File: src/sv/assert_macros.svh
// Assertion helpers used by the top-level design file.
`ifndef ASSERT_MACROS_SVH
`define ASSERT_MACROS_SVH

// Same-cycle implication, checked outside reset.
`define ASSERT_NOW(lbl, clk, rstn, ante, cons, msg) \
  lbl: assert property (@(posedge clk) disable iff (!rstn) (ante) |-> (cons)) \
    else $error(msg);

// Next-cycle implication, checked outside reset.
`define ASSERT_NEXT(lbl, clk, rstn, ante, cons, msg) \
  lbl: assert property (@(posedge clk) disable iff (!rstn) (ante) |=> (cons)) \
    else $error(msg);

`endif

File: src/sv/dar_pkg.sv
package dar_pkg;

  // Sizes of the allow list and of the queue between front and back.
  localparam int MAX_ENTRIES     = 4;
  localparam int ENTRIES_DEF     = 4;
  localparam int QUEUE_DEPTH_DEF = 2;

  // Field widths.
  localparam int WINDOW_W  = 31;
  localparam int THRESH_W  = 8;
  localparam int ENTRY_W   = 33;
  localparam int ID_W      = 16;
  localparam int KEY_W     = 32;
  localparam int TS_W      = 32;
  localparam int CNT_W     = 8;
  localparam int IDX_W     = 2;
  localparam int CFG_IDX_W = 3;

  localparam int ENTRY_VALID_BIT = 32;

  localparam logic [CNT_W-1:0]    COUNT_MAX    = 8'hFF;
  localparam logic [CNT_W-1:0]    COUNT_FIRST  = 8'd1;
  localparam logic [WINDOW_W-1:0] WINDOW_RESET = 31'd60000;
  localparam logic [THRESH_W-1:0] THRESH_RESET = 8'd5;

  // Reset contents of the allow entries; the last one starts invalid.
  localparam logic [MAX_ENTRIES-1:0][ENTRY_W-1:0] ENTRY_RESET = {
    33'h0_0000_0000, 33'h1_325D_6310, 33'h1_058F_6387, 33'h1_0781_5591
  };

  // Event kinds.
  localparam logic FUNC_ATTACH = 1'b0;
  localparam logic FUNC_DETACH = 1'b1;

  // Configuration register indexes.
  typedef enum logic [CFG_IDX_W-1:0] {
    CFG_WINDOW = 3'd0,
    CFG_THRESH = 3'd1,
    CFG_ENTRY0 = 3'd2,
    CFG_ENTRY1 = 3'd3,
    CFG_ENTRY2 = 3'd4,
    CFG_ENTRY3 = 3'd5
  } cfg_idx_t;

  // Live configuration.
  typedef struct packed {
    logic [WINDOW_W-1:0]                 window;
    logic [THRESH_W-1:0]                 thresh;
    logic [MAX_ENTRIES-1:0][ENTRY_W-1:0] entry;
  } dar_cfg_t;

  // Classified event handed from the front to the back.
  typedef struct packed {
    logic             func;
    logic             matched;
    logic [IDX_W-1:0] idx;
    logic [TS_W-1:0]  timestamp;
  } dar_job_t;

  // Back sequencer states.
  typedef enum logic [1:0] {
    B_IDLE,
    B_CALC,
    B_WRITE
  } back_state_t;

endpackage

File: src/sv/dar_in_if.sv
interface dar_in_if;
  import dar_pkg::*;

  logic                valid;
  logic                ready;
  logic                func;
  logic [ID_W-1:0]     vendor_id;
  logic [ID_W-1:0]     product_id;
  logic [TS_W-1:0]     timestamp;

  modport source (output valid, func, vendor_id, product_id, timestamp, input ready);
  modport sink (input valid, func, vendor_id, product_id, timestamp, output ready);
endinterface

File: src/sv/dar_out_if.sv
interface dar_out_if;
  import dar_pkg::*;

  logic              valid;
  logic              ready;
  logic              matched;
  logic [IDX_W-1:0]  match_index;
  logic              verdict;
  logic              revoked_now;
  logic [CNT_W-1:0]  window_count;

  modport source (output valid, matched, match_index, verdict, revoked_now, window_count,
                  input ready);
  modport sink (input valid, matched, match_index, verdict, revoked_now, window_count,
                output ready);
endinterface

File: src/sv/dar_cfg_if.sv
interface dar_cfg_if;
  import dar_pkg::*;

  logic                 valid;
  logic                 ready;
  logic [CFG_IDX_W-1:0] index;
  logic [ENTRY_W-1:0]   data;

  modport source (output valid, index, data, input ready);
  modport sink (input valid, index, data, output ready);
endinterface

File: src/sv/dar_regs.sv
module dar_regs (
  input  logic              clk,
  input  logic              rst_n,
  dar_cfg_if.sink           cfg_ch,
  output dar_pkg::dar_cfg_t cfg
);
  import dar_pkg::*;

  logic [WINDOW_W-1:0]                 window_r;
  logic [THRESH_W-1:0]                 thresh_r;
  logic [MAX_ENTRIES-1:0][ENTRY_W-1:0] entry_r;
  logic                                wr_en;

  // The register file takes a word every cycle.
  assign cfg_ch.ready = 1'b1;
  assign wr_en        = cfg_ch.valid;

  // Register write decode; unknown indexes are dropped.
  always_ff @(posedge clk) begin
    if (!rst_n) begin
      window_r <= WINDOW_RESET;
      thresh_r <= THRESH_RESET;
      entry_r  <= ENTRY_RESET;
    end else if (wr_en) begin
      unique case (cfg_ch.index)
        CFG_WINDOW: window_r   <= cfg_ch.data[WINDOW_W-1:0];
        CFG_THRESH: thresh_r   <= cfg_ch.data[THRESH_W-1:0];
        CFG_ENTRY0: entry_r[0] <= cfg_ch.data;
        CFG_ENTRY1: entry_r[1] <= cfg_ch.data;
        CFG_ENTRY2: entry_r[2] <= cfg_ch.data;
        CFG_ENTRY3: entry_r[3] <= cfg_ch.data;
        default: ;
      endcase
    end
  end

  assign cfg.window = window_r;
  assign cfg.thresh = thresh_r;
  assign cfg.entry  = entry_r;
endmodule

File: src/sv/dar_front.sv
module dar_front #(
  parameter int ENTRIES = dar_pkg::ENTRIES_DEF
) (
  input  logic              clk,
  input  logic              rst_n,
  dar_in_if.sink            in_ch,
  input  dar_pkg::dar_cfg_t cfg,
  input  logic              q_full,
  output logic              q_push,
  output dar_pkg::dar_job_t q_job
);
  import dar_pkg::*;

  logic             hold_valid_r;
  logic             func_r;
  logic [KEY_W-1:0] key_r;
  logic [TS_W-1:0]  ts_r;
  logic             hit;
  logic [IDX_W-1:0] hit_idx;

  // The hold register frees up as soon as its word moves into the queue.
  assign q_push       = hold_valid_r && !q_full;
  assign in_ch.ready  = !hold_valid_r || q_push;

  always_ff @(posedge clk) begin
    if (!rst_n) begin
      hold_valid_r <= 1'b0;
    end else if (in_ch.ready) begin
      hold_valid_r <= in_ch.valid;
    end
  end

  // Event capture.
  always_ff @(posedge clk) begin
    if (in_ch.valid && in_ch.ready) begin
      func_r <= in_ch.func;
      key_r  <= {in_ch.vendor_id, in_ch.product_id};
      ts_r   <= in_ch.timestamp;
    end
  end

  // Allow-list match; scanning downward leaves the lowest hit in place.
  always_comb begin
    hit     = 1'b0;
    hit_idx = '0;
    for (int i = ENTRIES - 1; i >= 0; i--) begin
      if (cfg.entry[i][ENTRY_VALID_BIT] && (cfg.entry[i][KEY_W-1:0] == key_r)) begin
        hit     = 1'b1;
        hit_idx = IDX_W'(i);
      end
    end
  end

  assign q_job.func      = func_r;
  assign q_job.matched   = hit;
  assign q_job.idx       = hit_idx;
  assign q_job.timestamp = ts_r;
endmodule

File: src/sv/dar_fifo.sv
module dar_fifo #(
  parameter int DEPTH = dar_pkg::QUEUE_DEPTH_DEF
) (
  input  logic              clk,
  input  logic              rst_n,
  input  logic              push,
  input  dar_pkg::dar_job_t wr_job,
  input  logic              pop,
  output dar_pkg::dar_job_t rd_job,
  output logic              full,
  output logic              empty
);
  import dar_pkg::*;

  localparam int PTR_W = (DEPTH > 1) ? $clog2(DEPTH) : 1;
  localparam int CNT_W_Q = $clog2(DEPTH + 1);

  dar_job_t             mem_r [DEPTH];
  logic [PTR_W-1:0]     wr_ptr_r;
  logic [PTR_W-1:0]     rd_ptr_r;
  logic [CNT_W_Q-1:0]   count_r;

  assign full   = (count_r == CNT_W_Q'(DEPTH));
  assign empty  = (count_r == '0);
  assign rd_job = mem_r[rd_ptr_r];

  // Pointers and fill count.
  always_ff @(posedge clk) begin
    if (!rst_n) begin
      wr_ptr_r <= '0;
      rd_ptr_r <= '0;
      count_r  <= '0;
    end else begin
      if (push) begin
        wr_ptr_r <= (wr_ptr_r == PTR_W'(DEPTH - 1)) ? '0 : wr_ptr_r + 1'b1;
      end
      if (pop) begin
        rd_ptr_r <= (rd_ptr_r == PTR_W'(DEPTH - 1)) ? '0 : rd_ptr_r + 1'b1;
      end
      if (push && !pop) begin
        count_r <= count_r + 1'b1;
      end else if (pop && !push) begin
        count_r <= count_r - 1'b1;
      end
    end
  end

  // Storage.
  always_ff @(posedge clk) begin
    if (push) begin
      mem_r[wr_ptr_r] <= wr_job;
    end
  end
endmodule

File: src/sv/dar_back.sv
module dar_back #(
  parameter int ENTRIES = dar_pkg::ENTRIES_DEF
) (
  input  logic              clk,
  input  logic              rst_n,
  input  dar_pkg::dar_cfg_t cfg,
  input  logic              q_empty,
  input  dar_pkg::dar_job_t q_job,
  output logic              q_pop,
  dar_out_if.source         out_ch
);
  import dar_pkg::*;

  back_state_t      state_r;
  back_state_t      state_nxt;
  dar_job_t         job_r;
  logic             load;

  // Per-entry rate state.
  logic [TS_W-1:0]  last_time_r [ENTRIES];
  logic [CNT_W-1:0] evt_cnt_r   [ENTRIES];
  logic             revoked_r   [ENTRIES];

  // Selected entry, registered in the calc step.
  logic [TS_W-1:0]  cur_last;
  logic [CNT_W-1:0] cur_cnt;
  logic             cur_rev;
  logic [TS_W-1:0]  limit_r;
  logic [CNT_W-1:0] sel_cnt_r;
  logic             sel_rev_r;

  // Update results.
  logic [TS_W-1:0]  diff;
  logic             after;
  logic [CNT_W-1:0] cnt_new;
  logic             rev_hit;
  logic             rev_new;

  // Output register.
  logic             out_valid_r;
  logic             matched_r;
  logic [IDX_W-1:0] idx_r;
  logic             verdict_r;
  logic             rev_now_r;
  logic [CNT_W-1:0] count_r;

  // Next state.
  always_comb begin
    state_nxt = state_r;
    unique case (state_r)
      B_IDLE:  if (!q_empty) state_nxt = B_CALC;
      B_CALC:  state_nxt = B_WRITE;
      B_WRITE: begin
        if (load) begin
          state_nxt = q_empty ? B_IDLE : B_CALC;
        end
      end
      default: state_nxt = B_IDLE;
    endcase
  end

  // Sequencer outputs.
  always_comb begin
    load  = (state_r == B_WRITE) && (!out_valid_r || out_ch.ready);
    q_pop = !q_empty && ((state_r == B_IDLE) || load);
  end

  always_ff @(posedge clk) begin
    if (!rst_n) begin
      state_r <= B_IDLE;
    end else begin
      state_r <= state_nxt;
    end
  end

  // Current job.
  always_ff @(posedge clk) begin
    if (q_pop) begin
      job_r <= q_job;
    end
  end

  // Pick the matched entry's state.
  always_comb begin
    cur_last = '0;
    cur_cnt  = '0;
    cur_rev  = 1'b0;
    for (int e = 0; e < ENTRIES; e++) begin
      if (job_r.idx == IDX_W'(e)) begin
        cur_last = last_time_r[e];
        cur_cnt  = evt_cnt_r[e];
        cur_rev  = revoked_r[e];
      end
    end
  end

  // Window end for this entry.
  always_ff @(posedge clk) begin
    if (state_r == B_CALC) begin
      limit_r   <= cur_last + TS_W'(cfg.window);
      sel_cnt_r <= cur_cnt;
      sel_rev_r <= cur_rev;
    end
  end

  // Count restart or saturating increment, then the revoke check.
  always_comb begin
    diff    = limit_r - job_r.timestamp;
    after   = diff[TS_W-1];
    if (after) begin
      cnt_new = COUNT_FIRST;
    end else if (sel_cnt_r == COUNT_MAX) begin
      cnt_new = COUNT_MAX;
    end else begin
      cnt_new = sel_cnt_r + 1'b1;
    end
    rev_hit = !sel_rev_r && (cnt_new >= cfg.thresh);
    rev_new = sel_rev_r || rev_hit;
  end

  // State write-back for a matched event.
  always_ff @(posedge clk) begin
    if (!rst_n) begin
      for (int e = 0; e < ENTRIES; e++) begin
        last_time_r[e] <= '0;
        evt_cnt_r[e]   <= '0;
        revoked_r[e]   <= 1'b0;
      end
    end else if (load && job_r.matched) begin
      for (int e = 0; e < ENTRIES; e++) begin
        if (job_r.idx == IDX_W'(e)) begin
          last_time_r[e] <= job_r.timestamp;
          evt_cnt_r[e]   <= cnt_new;
          revoked_r[e]   <= rev_new;
        end
      end
    end
  end

  // Result word.
  always_ff @(posedge clk) begin
    if (!rst_n) begin
      out_valid_r <= 1'b0;
    end else if (load) begin
      out_valid_r <= 1'b1;
    end else if (out_ch.ready) begin
      out_valid_r <= 1'b0;
    end
  end

  always_ff @(posedge clk) begin
    if (load) begin
      matched_r <= job_r.matched;
      idx_r     <= job_r.idx;
      verdict_r <= (job_r.func == FUNC_DETACH) ? 1'b0 : !(job_r.matched && !rev_new);
      rev_now_r <= job_r.matched && rev_hit;
      count_r   <= job_r.matched ? cnt_new : '0;
    end
  end

  assign out_ch.valid        = out_valid_r;
  assign out_ch.matched      = matched_r;
  assign out_ch.match_index  = idx_r;
  assign out_ch.verdict      = verdict_r;
  assign out_ch.revoked_now  = rev_now_r;
  assign out_ch.window_count = count_r;
endmodule

File: src/sv/device_allowlist_rate_revoker.sv
// An event passes the front hold register, the queue, the back job register, the calc
// registers and the output register; the back sequencer handles one entry update at
// a time through its calc and write steps, and stalls while the output is not taken.
// Synchronous active-low reset restores the register defaults, clears all per-entry
// counts, times and revoke flags, and empties the queue and the output register.
`include "assert_macros.svh"

module device_allowlist_rate_revoker #(
  parameter int ENTRIES     = dar_pkg::ENTRIES_DEF,
  parameter int QUEUE_DEPTH = dar_pkg::QUEUE_DEPTH_DEF
) (
  input  logic       clk,
  input  logic       rst_n,
  dar_in_if.sink     in_ch,
  dar_out_if.source  out_ch,
  dar_cfg_if.sink    cfg_ch
);
  import dar_pkg::*;

  dar_cfg_t cfg;
  dar_job_t push_job;
  dar_job_t head_job;
  logic     q_push;
  logic     q_pop;
  logic     q_full;
  logic     q_empty;

  // Configuration registers.
  dar_regs u_regs (
    .clk    (clk),
    .rst_n  (rst_n),
    .cfg_ch (cfg_ch),
    .cfg    (cfg)
  );

  // Accept and match.
  dar_front #(.ENTRIES(ENTRIES)) u_front (
    .clk    (clk),
    .rst_n  (rst_n),
    .in_ch  (in_ch),
    .cfg    (cfg),
    .q_full (q_full),
    .q_push (q_push),
    .q_job  (push_job)
  );

  // Queue between classification and update.
  dar_fifo #(.DEPTH(QUEUE_DEPTH)) u_fifo (
    .clk    (clk),
    .rst_n  (rst_n),
    .push   (q_push),
    .wr_job (push_job),
    .pop    (q_pop),
    .rd_job (head_job),
    .full   (q_full),
    .empty  (q_empty)
  );

  // Rate update and result.
  dar_back #(.ENTRIES(ENTRIES)) u_back (
    .clk     (clk),
    .rst_n   (rst_n),
    .cfg     (cfg),
    .q_empty (q_empty),
    .q_job   (head_job),
    .q_pop   (q_pop),
    .out_ch  (out_ch)
  );

  // Queue must never overflow or underflow.
  `ASSERT_NOW(a_no_overflow, clk, rst_n, q_push, !q_full || q_pop, "queue overflow")
  `ASSERT_NOW(a_no_underflow, clk, rst_n, q_pop, !q_empty, "queue underflow")
  // A word taken by the front is pushed into the queue in the next cycle unless the queue is full.
  `ASSERT_NEXT(a_push_after_take, clk, rst_n, in_ch.valid && in_ch.ready && !q_push,
               q_push || q_full, "accepted event lost")
  // An unmatched event carries no count and no revoke.
  `ASSERT_NOW(a_unmatched_clean, clk, rst_n, out_ch.valid && !out_ch.matched,
              out_ch.window_count == '0 && !out_ch.revoked_now, "unmatched result dirty")
endmodule
File: src/flat_wrapper.sv
// flat-port wrapper written by rule: the top's interface ports become plain ports
module device_allowlist_rate_revoker_flat import dar_pkg::*;
#(
  parameter int ENTRIES     = dar_pkg::ENTRIES_DEF,
  parameter int QUEUE_DEPTH = dar_pkg::QUEUE_DEPTH_DEF
)
  (clk, rst_n, in_ch_valid, in_ch_func, in_ch_vendor_id, in_ch_product_id, in_ch_timestamp, in_ch_ready, out_ch_valid, out_ch_matched, out_ch_match_index, out_ch_verdict, out_ch_revoked_now, out_ch_window_count, out_ch_ready, cfg_ch_valid, cfg_ch_index, cfg_ch_data, cfg_ch_ready);
  dar_in_if in_ch_i ();
  dar_out_if out_ch_i ();
  dar_cfg_if cfg_ch_i ();
  input  logic clk;
  input  logic rst_n;
  input wire logic [$bits(in_ch_i.valid)-1:0] in_ch_valid;
  input wire logic [$bits(in_ch_i.func)-1:0] in_ch_func;
  input wire logic [$bits(in_ch_i.vendor_id)-1:0] in_ch_vendor_id;
  input wire logic [$bits(in_ch_i.product_id)-1:0] in_ch_product_id;
  input wire logic [$bits(in_ch_i.timestamp)-1:0] in_ch_timestamp;
  output wire logic [$bits(in_ch_i.ready)-1:0] in_ch_ready;
  output wire logic [$bits(out_ch_i.valid)-1:0] out_ch_valid;
  output wire logic [$bits(out_ch_i.matched)-1:0] out_ch_matched;
  output wire logic [$bits(out_ch_i.match_index)-1:0] out_ch_match_index;
  output wire logic [$bits(out_ch_i.verdict)-1:0] out_ch_verdict;
  output wire logic [$bits(out_ch_i.revoked_now)-1:0] out_ch_revoked_now;
  output wire logic [$bits(out_ch_i.window_count)-1:0] out_ch_window_count;
  input wire logic [$bits(out_ch_i.ready)-1:0] out_ch_ready;
  input wire logic [$bits(cfg_ch_i.valid)-1:0] cfg_ch_valid;
  input wire logic [$bits(cfg_ch_i.index)-1:0] cfg_ch_index;
  input wire logic [$bits(cfg_ch_i.data)-1:0] cfg_ch_data;
  output wire logic [$bits(cfg_ch_i.ready)-1:0] cfg_ch_ready;
  assign in_ch_i.valid = in_ch_valid;
  assign in_ch_i.func = in_ch_func;
  assign in_ch_i.vendor_id = in_ch_vendor_id;
  assign in_ch_i.product_id = in_ch_product_id;
  assign in_ch_i.timestamp = in_ch_timestamp;
  assign in_ch_ready = in_ch_i.ready;
  assign out_ch_valid = out_ch_i.valid;
  assign out_ch_matched = out_ch_i.matched;
  assign out_ch_match_index = out_ch_i.match_index;
  assign out_ch_verdict = out_ch_i.verdict;
  assign out_ch_revoked_now = out_ch_i.revoked_now;
  assign out_ch_window_count = out_ch_i.window_count;
  assign out_ch_i.ready = out_ch_ready;
  assign cfg_ch_i.valid = cfg_ch_valid;
  assign cfg_ch_i.index = cfg_ch_index;
  assign cfg_ch_i.data = cfg_ch_data;
  assign cfg_ch_ready = cfg_ch_i.ready;
  device_allowlist_rate_revoker #(.ENTRIES(ENTRIES), .QUEUE_DEPTH(QUEUE_DEPTH)) u_core (.clk(clk), .rst_n(rst_n), .in_ch(in_ch_i), .out_ch(out_ch_i), .cfg_ch(cfg_ch_i));
endmodule
File: config.mk
export PLATFORM = sky130hd
export DESIGN_NAME = device_allowlist_rate_revoker_flat
export DESIGN_NICKNAME = d
export VERILOG_FILES = /design/src/sv/dar_pkg.sv /design/src/sv/dar_in_if.sv /design/src/sv/dar_out_if.sv /design/src/sv/dar_cfg_if.sv /design/src/sv/dar_regs.sv /design/src/sv/dar_front.sv /design/src/sv/dar_fifo.sv /design/src/sv/dar_back.sv /design/src/sv/device_allowlist_rate_revoker.sv /design/src/flat_wrapper.sv
export VERILOG_INCLUDE_DIRS = /design/src /design/src/sv
export SDC_FILE = /design/constraint.sdc
export NUM_CORES = 1
export LEC_CHECK = 0
export ABC_AREA = 1
export CORE_UTILIZATION = 64
export DETAILED_ROUTE_END_ITERATION = 8
export DONT_BUFFER_PORTS = 1
export PLACE_DENSITY = 0.8
export SYNTH_ARGS = -nofsm -noshare
export SYNTH_HDL_FRONTEND = slang
export SYNTH_SLANG_ARGS = --single-unit
File: constraint.sdc
create_clock -name clk -period 7.2 [get_ports clk]
set_input_delay 1.44 -clock clk [delete_from_list [all_inputs] [get_ports clk]]
set_output_delay 1.44 -clock clk [all_outputs]
set_load 0.005 [all_outputs]
==> reports/metrics.csv <==
metric,value,unit
relSlewSlack,17.4,%
switchingPower,3.66,mW
core-area,38700,µm²
drc_errors,0,
path_max_fanout,23,
ys_seq_elements,570,
yosysSeqAreaShare,60.7,%
met3_length,9.87,mm
avgViaCountPerCell,6.06,
min_period,4.37,ns
io_pins,122,
yosysWarnings,0,
rsz0062_at_grt,no,
synth.area.top_cells,"edfxtp_1 (46%), dfxtp_1 (14%), nand2_1 (6.7%), nor2_1 (6.5%), o21ai_0 (4.9%)",
internal_power,6.57,mW
post_cts_resized,0,
cts_max_path_buffers,3,
start_kind,register,
dr.pass1.iters,6,
synth_edf_count,388,
clk_latency,0.62,ns
antenna_found_initial,2,
synth_top_family_by_area,simple AND/OR/NAND/NOR gates,
final_util,70.9,%
ys_types,43,
wl_met1,29.7,mm
synthMuxAreaShare,1.61,%
power_density,372,nW/µm²
dieArea,40200,µm²
finalSetupViolations,0,
synth_area_per_cell,9.79,µm²
die_w,200,µm
hold_buffers,0,
cp.arrival,4.74,ns
synth-simple-area-share,16.8,%
setup_tns,0,ns
critPathBufInv,2,
yosysTopAreaCell,edfxtp_1,
grt_pass1_vias,18075,
power_switching_share,35.8,%
finalWirelength,73.4,mm
num_rows,72,
grt_max_degree,180,
dr.max_layer_used,met5,
status,"complete, no violations",
worstPathRequired,7.57,ns
cp-end-kind,register,
numCtsBuffers,55,
antenna_left,0,
cap_violations,0,
die_y,200,µm
syn-cell-area,25200,µm²
slowest_stage,nor2_2,
clkPwrFrac,28.6,%
skew,0.0326,ns
path_clk_slew,0.06,ns
netlist_instances,2573,
finalCritPeriodShare,60.7,%
design_area,27400,µm²
place_area,25600,µm²
synth-xor-area-share,2.30,%
crit_family,simple AND/OR/NAND/NOR gates,
diodes,0,
synth_top_area_share,46.3,%
port_buffers,0,
layout_setup_ws,2.83,ns
cts_sinks,570,
synthAdderAreaFrac,3.61,%
cts-root-buf,clkbuf_16,
min_path_type,register to register,
drive_gt1_share,7.01,%
crit_path_cell_trace,"inv_1, nor2_2, nand2_1, nand2_1, o21ai_0, inv_1, ha_1, fa_1, nand3_1, nand2_1, nand2_1, nand2_1, nand3_1, nand2_1, xor2_1",
synth_compound_area_share,9.72,%
wl_met2,31.7,mm
syn_nets,2751,
power_frac_seq,42.3,%
tightestPinTransition,1.24,ns
globalplace.congestion,0.990,
wl_per_cell,23.6,µm
place_ws,2.97,ns
grt-ovfl-total,0,
grtUsageTotal,36.7,%
dp_hpwl,51.1,mm
p_leak,11.3,nW
layout.nets,2734,
area_growth,8.98,%
vias,18895,
crit_path_max_incr_delay,1.06,ns
max_freq,229,MHz
crit_top_cell,nand2_1,
irDropWorstVdd,0.243,mV
htreeDepth,2,
dr.first_iter.drc_count,2158,
async_flop_share,0,%
critical_path_class,register to register,
cts_tree,built,
power.share.combinational,29.1,%
grt_first_pass_wirelength,109,mm
drv_slew,0,
hold_viol,0,
postCtsSetupBuffers,0,
start_util,65.0,%
synth_ff_type,edfxtp_1,
==> per-stage QoR <==
| step | cells | hold slack [ns] | power [mW] |
|---|---|---|---|
| 2_1_floorplan | 2573 | 0.421 | 6.17 |
| 3_3_place_gp | 3017 | 0.421 | 7.15 |
| 3_5_place_dp | 3017 | 0.434 | 7.23 |
| 4_1_cts | 3116 | 0.433 | 10.1 |
| 5_1_grt | 3116 | 0.450 | 10.7 |
| 6_report | 3116 | 0.426 | 10.2 |
==> cell usage in the layout, fill, tap and decap left out, types with 17 or more instances in the layout <==
| master | count |
|---|---|
| xnor2_1 | 29 |
| nor2_1 | 426 |
| nor3_1 | 17 |
| nand3_1 | 86 |
| dfxtp_1 | 181 |
| o22ai_1 | 45 |
| inv_1 | 235 |
| nand4_1 | 24 |
| nand2_1 | 448 |
| mux2_2 | 36 |
| ha_1 | 71 |
| a21oi_1 | 104 |
| o21ai_0 | 242 |
| xor2_1 | 37 |
| edfxtp_1 | 388 |
| buf_4 | 19 |
| nor2_2 | 19 |
| clkbuf_16 | 57 |
==> synth_stat cells (all sizes together), types with 24 or more instances <==
library cell	count
a21oi	104
clkbuf	71
dfxtp	182
edfxtp	388
ha	71
inv	244
mux2	36
nand2	449
nand3	87
nand4	24
nor2	450
o21ai	247
o22ai	45
xnor2	29
xor2	37
==> cell families (layout without fill, tap and decap cells) <==
| logic type | Yosys count | after routing |
|---|---|---|
| AND/OR/NAND/NOR | 1043 | 1043 |
| flip-flops | 570 | 570 |
| AO/OA/AOI/OAI | 448 | 448 |
| buffers and inverters | 337 | 362 |
| adder cells (fa/ha/maj) | 72 | 72 |
| XOR/XNOR | 66 | 66 |
| multiplexers | 36 | 36 |
| other | 1 | 1 |
==> per-layer routing <==
layer | up-vias | global-route usage [%]
met1 | 8974 | 52.0
met3 | 150 | 12.2
met5 | - | 0
met4 | 4 | 11.2
li1 | 8639 | -
met2 | 1128 | 53.7
==> power groups by stage <==
stage | combinational [mW] | clock [mW] | sequential [mW]
after floorplan | 1.95 | 0 | 4.22
after global placement | 2.79 | 0 | 4.36
after detailed placement | 2.86 | 0 | 4.38
after CTS | 2.89 | 2.93 | 4.31
after global routing | 3.24 | 3.06 | 4.35
final | 2.97 | 2.93 | 4.33
==> sequential cells by signal, indices dropped and copies added (netlist names), 4 cells and up <==
signal / flops
u_core.u_fifo.mem_r: 72
u_core.u_back.evt_cnt_r: 32
u_core.u_back.last_time_r: 128
u_core.u_back.revoked_r: 4
u_core.u_back.sel_cnt_r: 8
u_core.u_back.limit_r: 32
u_core.u_back.out_ch.window_count: 8
u_core.u_front.ts_r: 32
u_core.u_regs.cfg: 132
u_core.u_back.job_r: 36
u_core.u_regs.thresh_r: 8
u_core.u_regs.window_r: 31
u_core.u_front.key_r: 32
==> layout make-up <==
cell class | instances | area, µm²
clock buffer | 71 | 1500
clock inverter | 28 | 308
inverter | 244 | 916
timing repair buffer | 19 | 143
tap | 518 | 648
multi-input combinational | 1666 | 8640
sequential | 570 | 15300
fill | 2785 | 11300
==> final timing paths <==
path | slack [ns] | end | cells after the start | from
hold reg to reg | 0.43 | u_core.u_fifo.mem_r[0][29] | 0 | u_core.u_front.ts_r[29]
setup reg to reg | 2.83 | u_core.u_back.limit_r[14] | 15 | u_core.u_back.job_r[32]
setup / recovery | 2.83 | u_core.u_back.limit_r[14] | 15 | u_core.u_back.job_r[32]
hold / removal | 0.43 | u_core.u_fifo.mem_r[0][29] | 0 | u_core.u_front.ts_r[29]
Note: power is estimated with default switching activity, not from simulation.
